==> src/rtl/rcpwm_pkg.sv <==
// Shared types and constants for the RC PWM input to drive output block.
package rcpwm_pkg;

    // Configuration register indexes
    typedef enum logic [2:0] {
        CFG_CAPTURE_WRAP = 3'd0,
        CFG_ACCEL_OFFSET = 3'd1,
        CFG_STEER_OFFSET = 3'd2,
        CFG_DEADBAND     = 3'd3,
        CFG_ACCEL_LIMIT  = 3'd4,
        CFG_STEER_LIMIT  = 3'd5,
        CFG_TIMEOUT_MS   = 3'd6,
        CFG_STEER_TRIM   = 3'd7
    } cfg_idx_t;

    localparam int CFG_ADDR_W = 3;
    localparam int CFG_DATA_W = 16;
    localparam int COUNT_W    = 16;  // width of the capture_count field
    localparam int DIFF_W     = 19;  // signed width for wrapped difference and pulse width
    localparam int VAL_W      = 12;  // signed per-mille channel value

    localparam logic [0:0] REQ_CAPTURE = 1'b0;
    localparam logic [0:0] REQ_TICK    = 1'b1;

    localparam logic signed [DIFF_W-1:0] WIDTH_LOW  = 19'sd850;
    localparam logic signed [DIFF_W-1:0] WIDTH_HIGH = 19'sd2150;
    localparam logic signed [DIFF_W-1:0] WIDTH_MID  = 19'sd1500;

    typedef struct packed {
        logic        [15:0] capture_wrap;
        logic signed [10:0] accel_offset;
        logic signed [10:0] steer_offset;
        logic        [9:0]  deadband;
        logic        [9:0]  accel_limit;
        logic        [9:0]  steer_limit;
        logic        [9:0]  timeout_ms;
        logic        [9:0]  steer_trim;
    } cfg_t;

    // Decoded channel values after the timeout check
    typedef struct packed {
        logic signed [VAL_W-1:0] accel;
        logic signed [VAL_W-1:0] steer;
        logic                    accepted;
    } chan_t;

    // Result word fields
    typedef struct packed {
        logic        capture_accepted;
        logic [10:0] steer_compare;
        logic        drive_reverse;
        logic [9:0]  drive_duty;
    } res_t;

endpackage

==> src/rtl/rcpwm_decode.sv <==
// Capture decoder: per-channel previous count, decoded value and age state.
module rcpwm_decode #(
    parameter int COUNTER_BITS = 16,
    parameter int AGE_BITS     = 11
) (
    input  logic                  clk,
    input  logic                  rst_n,
    input  logic                  take,
    input  logic                  req_type,
    input  logic                  channel,
    input  logic [15:0]           capture_count,
    input  rcpwm_pkg::cfg_t       cfg,
    output rcpwm_pkg::chan_t      chan_next
);

    localparam int CNT_W = (COUNTER_BITS < rcpwm_pkg::COUNT_W) ? COUNTER_BITS
                                                                 : rcpwm_pkg::COUNT_W;
    localparam int CMP_W = (AGE_BITS > 10) ? AGE_BITS : 10;
    localparam int DW    = rcpwm_pkg::DIFF_W;
    localparam int VW    = rcpwm_pkg::VAL_W;

    logic [CNT_W-1:0]           prev_reg  [2];
    logic [CNT_W-1:0]           prev_next [2];
    logic signed [VW-1:0]       value_reg [2];
    logic signed [VW-1:0]       value_next[2];
    logic [AGE_BITS-1:0]        age_reg   [2];
    logic [AGE_BITS-1:0]        age_next  [2];

    logic [CNT_W-1:0]           cnt;
    logic [CNT_W-1:0]           prev_sel;
    logic signed [DW-1:0]       diff;
    logic signed [DW-1:0]       width;
    logic signed [DW-1:0]       centered;
    logic signed [10:0]         offset_sel;
    logic                       in_window;
    logic signed [VW-1:0]       value_raw;
    logic [VW-1:0]              value_mag;
    logic signed [VW-1:0]       value_db;

    assign cnt        = capture_count[CNT_W-1:0];
    assign prev_sel   = prev_reg[channel];
    assign offset_sel = channel ? cfg.steer_offset : cfg.accel_offset;

    always_comb
    begin
        if (cnt >= prev_sel)
        begin
            diff = DW'(cnt - prev_sel);
        end
        else
        begin
            diff = $signed(DW'(cfg.capture_wrap)) - $signed(DW'(prev_sel))
                   + $signed(DW'(cnt));
        end
        width     = diff - DW'(offset_sel);
        in_window = (width > rcpwm_pkg::WIDTH_LOW) && (width < rcpwm_pkg::WIDTH_HIGH);
        centered  = width - rcpwm_pkg::WIDTH_MID;
        value_raw = {centered[VW-2:0], 1'b0};
        value_mag = value_raw[VW-1] ? VW'(-value_raw) : VW'(value_raw);
        value_db  = (value_mag < VW'(cfg.deadband)) ? '0 : value_raw;
    end

    always_comb
    begin
        for (int i = 0; i < 2; i++)
        begin
            prev_next[i]  = prev_reg[i];
            value_next[i] = value_reg[i];
            age_next[i]   = age_reg[i];
        end
        chan_next.accepted = 1'b0;
        if (req_type == rcpwm_pkg::REQ_TICK)
        begin
            for (int i = 0; i < 2; i++)
            begin
                if (age_reg[i] != '1)
                begin
                    age_next[i] = age_reg[i] + 1'b1;
                end
            end
        end
        else
        begin
            prev_next[channel] = cnt;
            age_next[channel]  = '0;
            if (in_window)
            begin
                value_next[channel] = value_db;
                chan_next.accepted  = 1'b1;
            end
        end
        chan_next.accel = (CMP_W'(age_next[0]) > CMP_W'(cfg.timeout_ms)) ? '0 : value_next[0];
        chan_next.steer = (CMP_W'(age_next[1]) > CMP_W'(cfg.timeout_ms)) ? '0 : value_next[1];
    end

    always_ff @(posedge clk or negedge rst_n)
    begin
        if (!rst_n)
        begin
            for (int i = 0; i < 2; i++)
            begin
                prev_reg[i]  <= '0;
                value_reg[i] <= '0;
                age_reg[i]   <= '0;
            end
        end
        else if (take)
        begin
            for (int i = 0; i < 2; i++)
            begin
                prev_reg[i]  <= prev_next[i];
                value_reg[i] <= value_next[i];
                age_reg[i]   <= age_next[i];
            end
        end
    end

endmodule

==> src/rtl/rcpwm_drive.sv <==
// Output shaping: limit clamps, drive duty and direction, steering compare.
module rcpwm_drive (
    input  rcpwm_pkg::chan_t chan,
    input  rcpwm_pkg::cfg_t  cfg,
    output rcpwm_pkg::res_t  res
);

    localparam int VW = rcpwm_pkg::VAL_W;

    function automatic logic signed [VW-1:0] clamp_val(input logic signed [VW-1:0] v,
                                                       input logic [9:0] lim);
        logic signed [VW-1:0] l;
        begin
            l = $signed(VW'(lim));
            if (v > l)
            begin
                clamp_val = l;
            end
            else if (v < -l)
            begin
                clamp_val = -l;
            end
            else
            begin
                clamp_val = v;
            end
        end
    endfunction

    logic signed [VW-1:0] accel_c;
    logic signed [VW-1:0] steer_c;
    logic signed [VW-1:0] accel_mag;
    logic signed [12:0]   span;
    logic signed [12:0]   half;
    logic signed [12:0]   cmp;

    always_comb
    begin
        accel_c   = clamp_val(chan.accel, cfg.accel_limit);
        steer_c   = clamp_val(chan.steer, cfg.steer_limit);
        accel_mag = accel_c[VW-1] ? -accel_c : accel_c;
        // 3000 - steer is always positive, so a shift gives the floored half
        span      = 13'sd3000 - 13'(steer_c);
        half      = span >>> 1;
        cmp       = half - $signed(13'(cfg.steer_trim));

        res.drive_duty       = accel_mag[9:0];
        res.drive_reverse    = accel_c[VW-1];
        res.steer_compare    = cmp[12] ? '0 : cmp[10:0];
        res.capture_accepted = chan.accepted;
    end

endmodule

==> src/rtl/rcpwm_skid.sv <==
// Two-entry output skid buffer with a registered upstream ready.
module rcpwm_skid (
    input  logic            clk,
    input  logic            rst_n,
    input  logic            in_valid,
    output logic            in_ready,
    input  rcpwm_pkg::res_t in_word,
    output logic            out_valid,
    input  logic            out_ready,
    output rcpwm_pkg::res_t out_word
);

    logic            main_valid_reg;
    logic            skid_valid_reg;
    rcpwm_pkg::res_t main_reg;
    rcpwm_pkg::res_t skid_reg;

    assign in_ready  = !skid_valid_reg;
    assign out_valid = main_valid_reg;
    assign out_word  = main_reg;

    always_ff @(posedge clk or negedge rst_n)
    begin
        if (!rst_n)
        begin
            main_valid_reg <= 1'b0;
            skid_valid_reg <= 1'b0;
        end
        else if (skid_valid_reg)
        begin
            if (out_ready)
            begin
                skid_valid_reg <= 1'b0;
            end
        end
        else if (in_valid)
        begin
            if (!main_valid_reg || out_ready)
            begin
                main_valid_reg <= 1'b1;
            end
            else
            begin
                skid_valid_reg <= 1'b1;
            end
        end
        else if (out_ready)
        begin
            main_valid_reg <= 1'b0;
        end
    end

    always_ff @(posedge clk)
    begin
        if (skid_valid_reg)
        begin
            if (out_ready)
            begin
                main_reg <= skid_reg;
            end
        end
        else if (in_valid)
        begin
            if (!main_valid_reg || out_ready)
            begin
                main_reg <= in_word;
            end
            else
            begin
                skid_reg <= in_word;
            end
        end
    end

endmodule

==> src/rtl/rc_pwm_input_to_drive_output.sv <==
// Top level: config registers, decode stage register and output skid buffer.
//
// Decodes RC receiver pulse captures into a drive duty, direction and a
// steering compare value. Each input word is either a capture event for the
// acceleration or steering channel or a one-millisecond tick; each input
// word yields exactly one result word.
// Input channel: s_tdata holds the capture count, s_tuser the request type
// and channel. Output channel: m_tdata holds duty, reverse, compare and the
// capture-accepted flag. Registers are written through cfg_we/cfg_addr/
// cfg_wdata; the user must write only while the block is idle (not enforced).
// A word passes the decode stage register and the skid buffer main register
// before its result shows on m_tvalid. Throughput: one word per cycle while
// s_tready is high; the channel state update completes in the accept cycle.
// Reset clears the channel state and loads the register defaults.
// When m_tready is low the skid buffer holds up to two results; s_tready
// then drops after one more word, so no result is lost.
module rc_pwm_input_to_drive_output #(
    parameter int COUNTER_BITS = 16,
    parameter int AGE_BITS     = 11
) (
    input  logic        clk,
    input  logic        rst_n,
    input  logic        s_tvalid,
    output logic        s_tready,
    input  logic [15:0] s_tdata,    // [15:0] capture_count
    input  logic [1:0]  s_tuser,    // [0] req_type, [1] channel
    output logic        m_tvalid,
    input  logic        m_tready,
    output logic [23:0] m_tdata,    // [9:0] drive_duty, [10] drive_reverse,
                                    // [21:11] steer_compare, [22] capture_accepted
    input  logic        cfg_we,
    input  logic [rcpwm_pkg::CFG_ADDR_W-1:0] cfg_addr,
    input  logic [rcpwm_pkg::CFG_DATA_W-1:0] cfg_wdata
);

    rcpwm_pkg::cfg_t  cfg_reg;
    rcpwm_pkg::chan_t chan_next;
    rcpwm_pkg::chan_t chan_reg;
    rcpwm_pkg::res_t  res;
    rcpwm_pkg::res_t  out_word;
    logic             stage_valid_reg;
    logic             skid_ready;
    logic             take;
    logic             push;

    assign s_tready = !stage_valid_reg || skid_ready;
    assign take     = s_tvalid && s_tready;
    assign push     = stage_valid_reg && skid_ready;

    always_ff @(posedge clk or negedge rst_n)
    begin
        if (!rst_n)
        begin
            cfg_reg.capture_wrap <= 16'd65535;
            cfg_reg.accel_offset <= -11'sd65;
            cfg_reg.steer_offset <= -11'sd10;
            cfg_reg.deadband     <= 10'd250;
            cfg_reg.accel_limit  <= 10'd1000;
            cfg_reg.steer_limit  <= 10'd700;
            cfg_reg.timeout_ms   <= 10'd100;
            cfg_reg.steer_trim   <= 10'd200;
        end
        else if (cfg_we)
        begin
            unique case (rcpwm_pkg::cfg_idx_t'(cfg_addr))
                rcpwm_pkg::CFG_CAPTURE_WRAP: cfg_reg.capture_wrap <= cfg_wdata;
                rcpwm_pkg::CFG_ACCEL_OFFSET: cfg_reg.accel_offset <= $signed(cfg_wdata[10:0]);
                rcpwm_pkg::CFG_STEER_OFFSET: cfg_reg.steer_offset <= $signed(cfg_wdata[10:0]);
                rcpwm_pkg::CFG_DEADBAND:     cfg_reg.deadband     <= cfg_wdata[9:0];
                rcpwm_pkg::CFG_ACCEL_LIMIT:  cfg_reg.accel_limit  <= cfg_wdata[9:0];
                rcpwm_pkg::CFG_STEER_LIMIT:  cfg_reg.steer_limit  <= cfg_wdata[9:0];
                rcpwm_pkg::CFG_TIMEOUT_MS:   cfg_reg.timeout_ms   <= cfg_wdata[9:0];
                rcpwm_pkg::CFG_STEER_TRIM:   cfg_reg.steer_trim   <= cfg_wdata[9:0];
            endcase
        end
    end

    rcpwm_decode #(
        .COUNTER_BITS(COUNTER_BITS),
        .AGE_BITS    (AGE_BITS)
    ) u_decode (
        .clk          (clk),
        .rst_n        (rst_n),
        .take         (take),
        .req_type     (s_tuser[0]),
        .channel      (s_tuser[1]),
        .capture_count(s_tdata),
        .cfg          (cfg_reg),
        .chan_next    (chan_next)
    );

    always_ff @(posedge clk or negedge rst_n)
    begin
        if (!rst_n)
        begin
            stage_valid_reg <= 1'b0;
        end
        else if (take)
        begin
            stage_valid_reg <= 1'b1;
        end
        else if (push)
        begin
            stage_valid_reg <= 1'b0;
        end
    end

    always_ff @(posedge clk)
    begin
        if (take)
        begin
            chan_reg <= chan_next;
        end
    end

    rcpwm_drive u_drive (
        .chan(chan_reg),
        .cfg (cfg_reg),
        .res (res)
    );

    rcpwm_skid u_skid (
        .clk      (clk),
        .rst_n    (rst_n),
        .in_valid (stage_valid_reg),
        .in_ready (skid_ready),
        .in_word  (res),
        .out_valid(m_tvalid),
        .out_ready(m_tready),
        .out_word (out_word)
    );

    assign m_tdata = {1'b0, out_word.capture_accepted, out_word.steer_compare,
                      out_word.drive_reverse, out_word.drive_duty};

endmodule

==> config.mk <==
export PLATFORM = sky130hd
export DESIGN_NAME = rc_pwm_input_to_drive_output
export DESIGN_NICKNAME = d
export VERILOG_FILES = /design/src/rtl/rcpwm_pkg.sv /design/src/rtl/rcpwm_decode.sv /design/src/rtl/rcpwm_drive.sv /design/src/rtl/rcpwm_skid.sv /design/src/rtl/rc_pwm_input_to_drive_output.sv
export SDC_FILE = /design/constraint.sdc
export NUM_CORES = 1
export LEC_CHECK = 0
export ABC_AREA = 1
export BUFFER_PORTS_ARGS = -buffer_cell sky130_fd_sc_hd__buf_4
export CAP_MARGIN = 25
export CORE_MARGIN = 2
export CORE_UTILIZATION = 44
export DETAILED_ROUTE_END_ITERATION = 8
export PLACE_DENSITY = 0.73
export SLEW_MARGIN = 15
export SYNTH_ARGS = -nofsm -noshare
export SYNTH_HDL_FRONTEND = slang
export SYNTH_SLANG_ARGS = --single-unit
==> constraint.sdc <==
create_clock -name clk -period 6.21 [get_ports clk]
set_input_delay 0.621 -clock clk [delete_from_list [all_inputs] [get_ports clk]]
set_output_delay 0.621 -clock clk [all_outputs]
set_load 0.02 [all_outputs]
==> run_results.csv <==
group,metric,value,unit
sta,worst_slack,-0.0318,ns
finish,nFillCells,3692,
setup_path,cp_data_required_time,6.51,ns
synth,synth_common_cells,"nand2_1, inv_1, o21ai_0",
sta,tns,-0.0780,ns
die,core,0.0398,mm^2
global_routing,grt_antenna_before_repair,1,
status,failed_checks,"setup timing",
flow_run,drv_cap,0,
global_routing,grt_pass1_wl,79.8,mm
sta,min_period_over_period,101,%
synth,ys_async_sr_fraction,70.4,%
place,dp_hpwl,37.5,mm
detailed_routing,wl,49.5,mm
synth,synth_top_area_share,15.5,%
min_path,hp-class,"in -> async",
synth,yosys_warnings,0,
clocking,clk_pin_slew,0.06,ns
finish,fin_util,54.8,%
sta,post-route-min-period,6.24,ns
synth,synth_edf_count,71,
sta,slew_violations,0,
synth,syn_area,0.0178,mm^2
setup_path,reg2reg_depth,39,
clocking,postCtsHoldBufs,0,
setup_path,cp-end-kind,"flop",
clocking,cts_tree,"done",
sta,rsz0062_at_grt,"yes",
sta,tightest_slew,0.908,ns
place,io_buffers,66,
die,start_util,44.7,%
synth,yosysMostFrequentCell,"nand2_1",
detailed_routing,via_count,16900,
detailed_routing,drtPass1Iterations,6,
clocking,cts-root-buf,"clkbuf_16",
setup_path,critPathMaxFanout,8,
global_routing,overflow,0,
sta,finClkSkew,0.0104,ns
detailed_routing,viasPerCell,5.24,
clocking,clock_path_buffers,3,
finish,syn2layout_area_growth,22.8,%
clocking,cts.sinks,240,
setup_path,timing.rr.end,"chan_reg[22]",
clocking,htree_levels,1,
synth,syn_nets,2627,
sta,slew_headroom,39.3,%
die,ioPinCount,68,
detailed_routing,drc,0,
clocking,clk_latency,0.55,ns
finish,nNetsFinal,2887,
synth,syn_area_per_cell,7.34,um^2
finish,layout-drive-gt1-share,20.5,%
detailed_routing,postRouteAntennaNets,0,
die,die_area,0.0420,mm^2
detailed_routing,drtIter0Drc,1047,
global_routing,grt.total_usage,23.4,%
sta,final-setup-viol-count,7,
synth,netlist_instances,2423,
synth,synthTopCellsByArea,"dfrtp_1, nand2_1, edfxtp_1",
setup_path,cp_common_cell,"nand2_2",
setup_path,crit_type,"reg -> reg",
die,die_h,205,um
setup_path,worstReg2RegStart,"cfg_reg[72]",
synth,ys.flop_type,"dfrtp_1",
setup_path,start_kind,"flop",
finish,largest_reg_flops,88,
synth,synth-seq-area-share,36.2,%
sta,whs,0.0725,ns
synth,ys_seq_elements,240,
setup_path,crit_arrival,6.55,ns
die,die_x,205,um
place,gp_congestion,0.926,
synth,synth.distinct_cells,58,
setup_path,critPathMaxStageDelay,0.54,ns
die,rows,73,
global_routing,grt_pass1_vias,16500,
setup_path,slowest_stage,"dfstp_2",
sta,hold_viol,0,
status,status,"finished with violations",
clocking,cts_buffers,27,
synth,yosys.area.top_type,"dfrtp_1",
setup_path,r2r_slack,-0.03,ns
sta,fmax,0.160,GHz
detailed_routing,wire_per_inst,15.3,um
global_routing,grt_max_degree,62,
[per-layer routing]
layer	vias up	share of wire [%]	track usage (%)
met3	85	4.8	2.29
met1	7936	42	28.7
li1	8443	-	-
met4	0	2.8	7.73
met2	458	50	42.9
met5	-	0	0
[worst max path at each step]
stage,from,to,slack [ns],cells after the start
floorplan,s_tuser[1],chan_reg[16],-0.004,44
CTS,cfg_reg[72],chan_reg[23],0.005,39
global placement,s_tuser[1],chan_reg[24],-0.28,39
finish,cfg_reg[72],chan_reg[22],-0.03,39
global route,cfg_reg[72],chan_reg[14],-0.39,38
detailed placement,s_tuser[1],chan_reg[6],-0.58,42
[logic make-up (layout without fill, tap and decap cells)]
logic type,count (synthesis),count (layout),share of synthesized area (%)
compound gates,427,427,13.0
xor+xnor,79,79,3.98
fa+ha+maj,162,162,11.6
buf+inv,396,674,8.58
flops,240,240,36.2
mux,16,16,0.936
other cells,1,2,0.0211
simple gates,1102,1104,25.7
[repair_timing]
item / in CTS / in global routing
pin swaps: 9 / 82
setup endpoints to repair: 34 / 69
setup buffers: 2 / 17
cloned: 1 / 1
gates resized for setup: 8 / 103
[per-stage QoR]
step / setup WS, ns / cells / area (um^2)
after floorplan: -0.00426 / 2423 / 18000
after global placement: -0.281 / 3159 / 20400
after detailed placement: -0.578 / 3161 / 20500
after CTS: 0.00490 / 3213 / 21400
after global routing: -0.388 / 3228 / 21800
final: -0.0318 / 3229 / 21800
[layout by cell type (no fill, tap or decap), drive strengths merged, types with 2 or more instances in the layout]
master / n
and2: 6
buf: 288
mux2i: 11
o21ai: 233
dfstp: 59
nor4: 3
or2: 8
o221ai: 2
nand3b: 11
nand4: 32
ha: 157
clkbuf: 37
nand3: 132
o21bai: 6
a21boi: 3
a21o: 7
fa: 5
nor3: 21
a31oi: 7
a211oi: 7
nor2: 154
o22ai: 10
nand2: 735
a21oi: 125
mux2: 5
edfxtp: 71
o21a: 2
dfrtp: 110
o31ai: 3
a22oi: 3
xor2: 59
o211ai: 12
inv: 336
clkinv: 11
xnor2: 20
[layout make-up]
type | count | area [um^2] | area share [%]
inverters | 337 | 1270 | 5.82
diodes | 1 | 2.50 | 0.0115
clock inverters | 12 | 97.6 | 0.447
flip-flops and latches | 240 | 6430 | 29.5
repair buffers | 288 | 2270 | 10.4
multi-input cells | 1789 | 10400 | 47.4
well taps | 525 | 657 | 3.01
clock buffers | 37 | 743 | 3.40
[worst max-delay path: cells and delay by family (launching register included)]
family / cells / cell delay (ns)
multiplexers: 1 / 0.10
adder cells (fa/ha/maj): 5 / 1.46
XOR/XNOR: 3 / 0.60
AND/OR/NAND/NOR: 13 / 1.07
buffers and inverters: 7 / 0.76
flip-flops: 1 / 0.54
AO/OA/AOI/OAI: 10 / 1.45
Power is left out: the tool's default activity adds up to more than one toggle a clock period on the data nets, which glitch-free logic cannot reach.
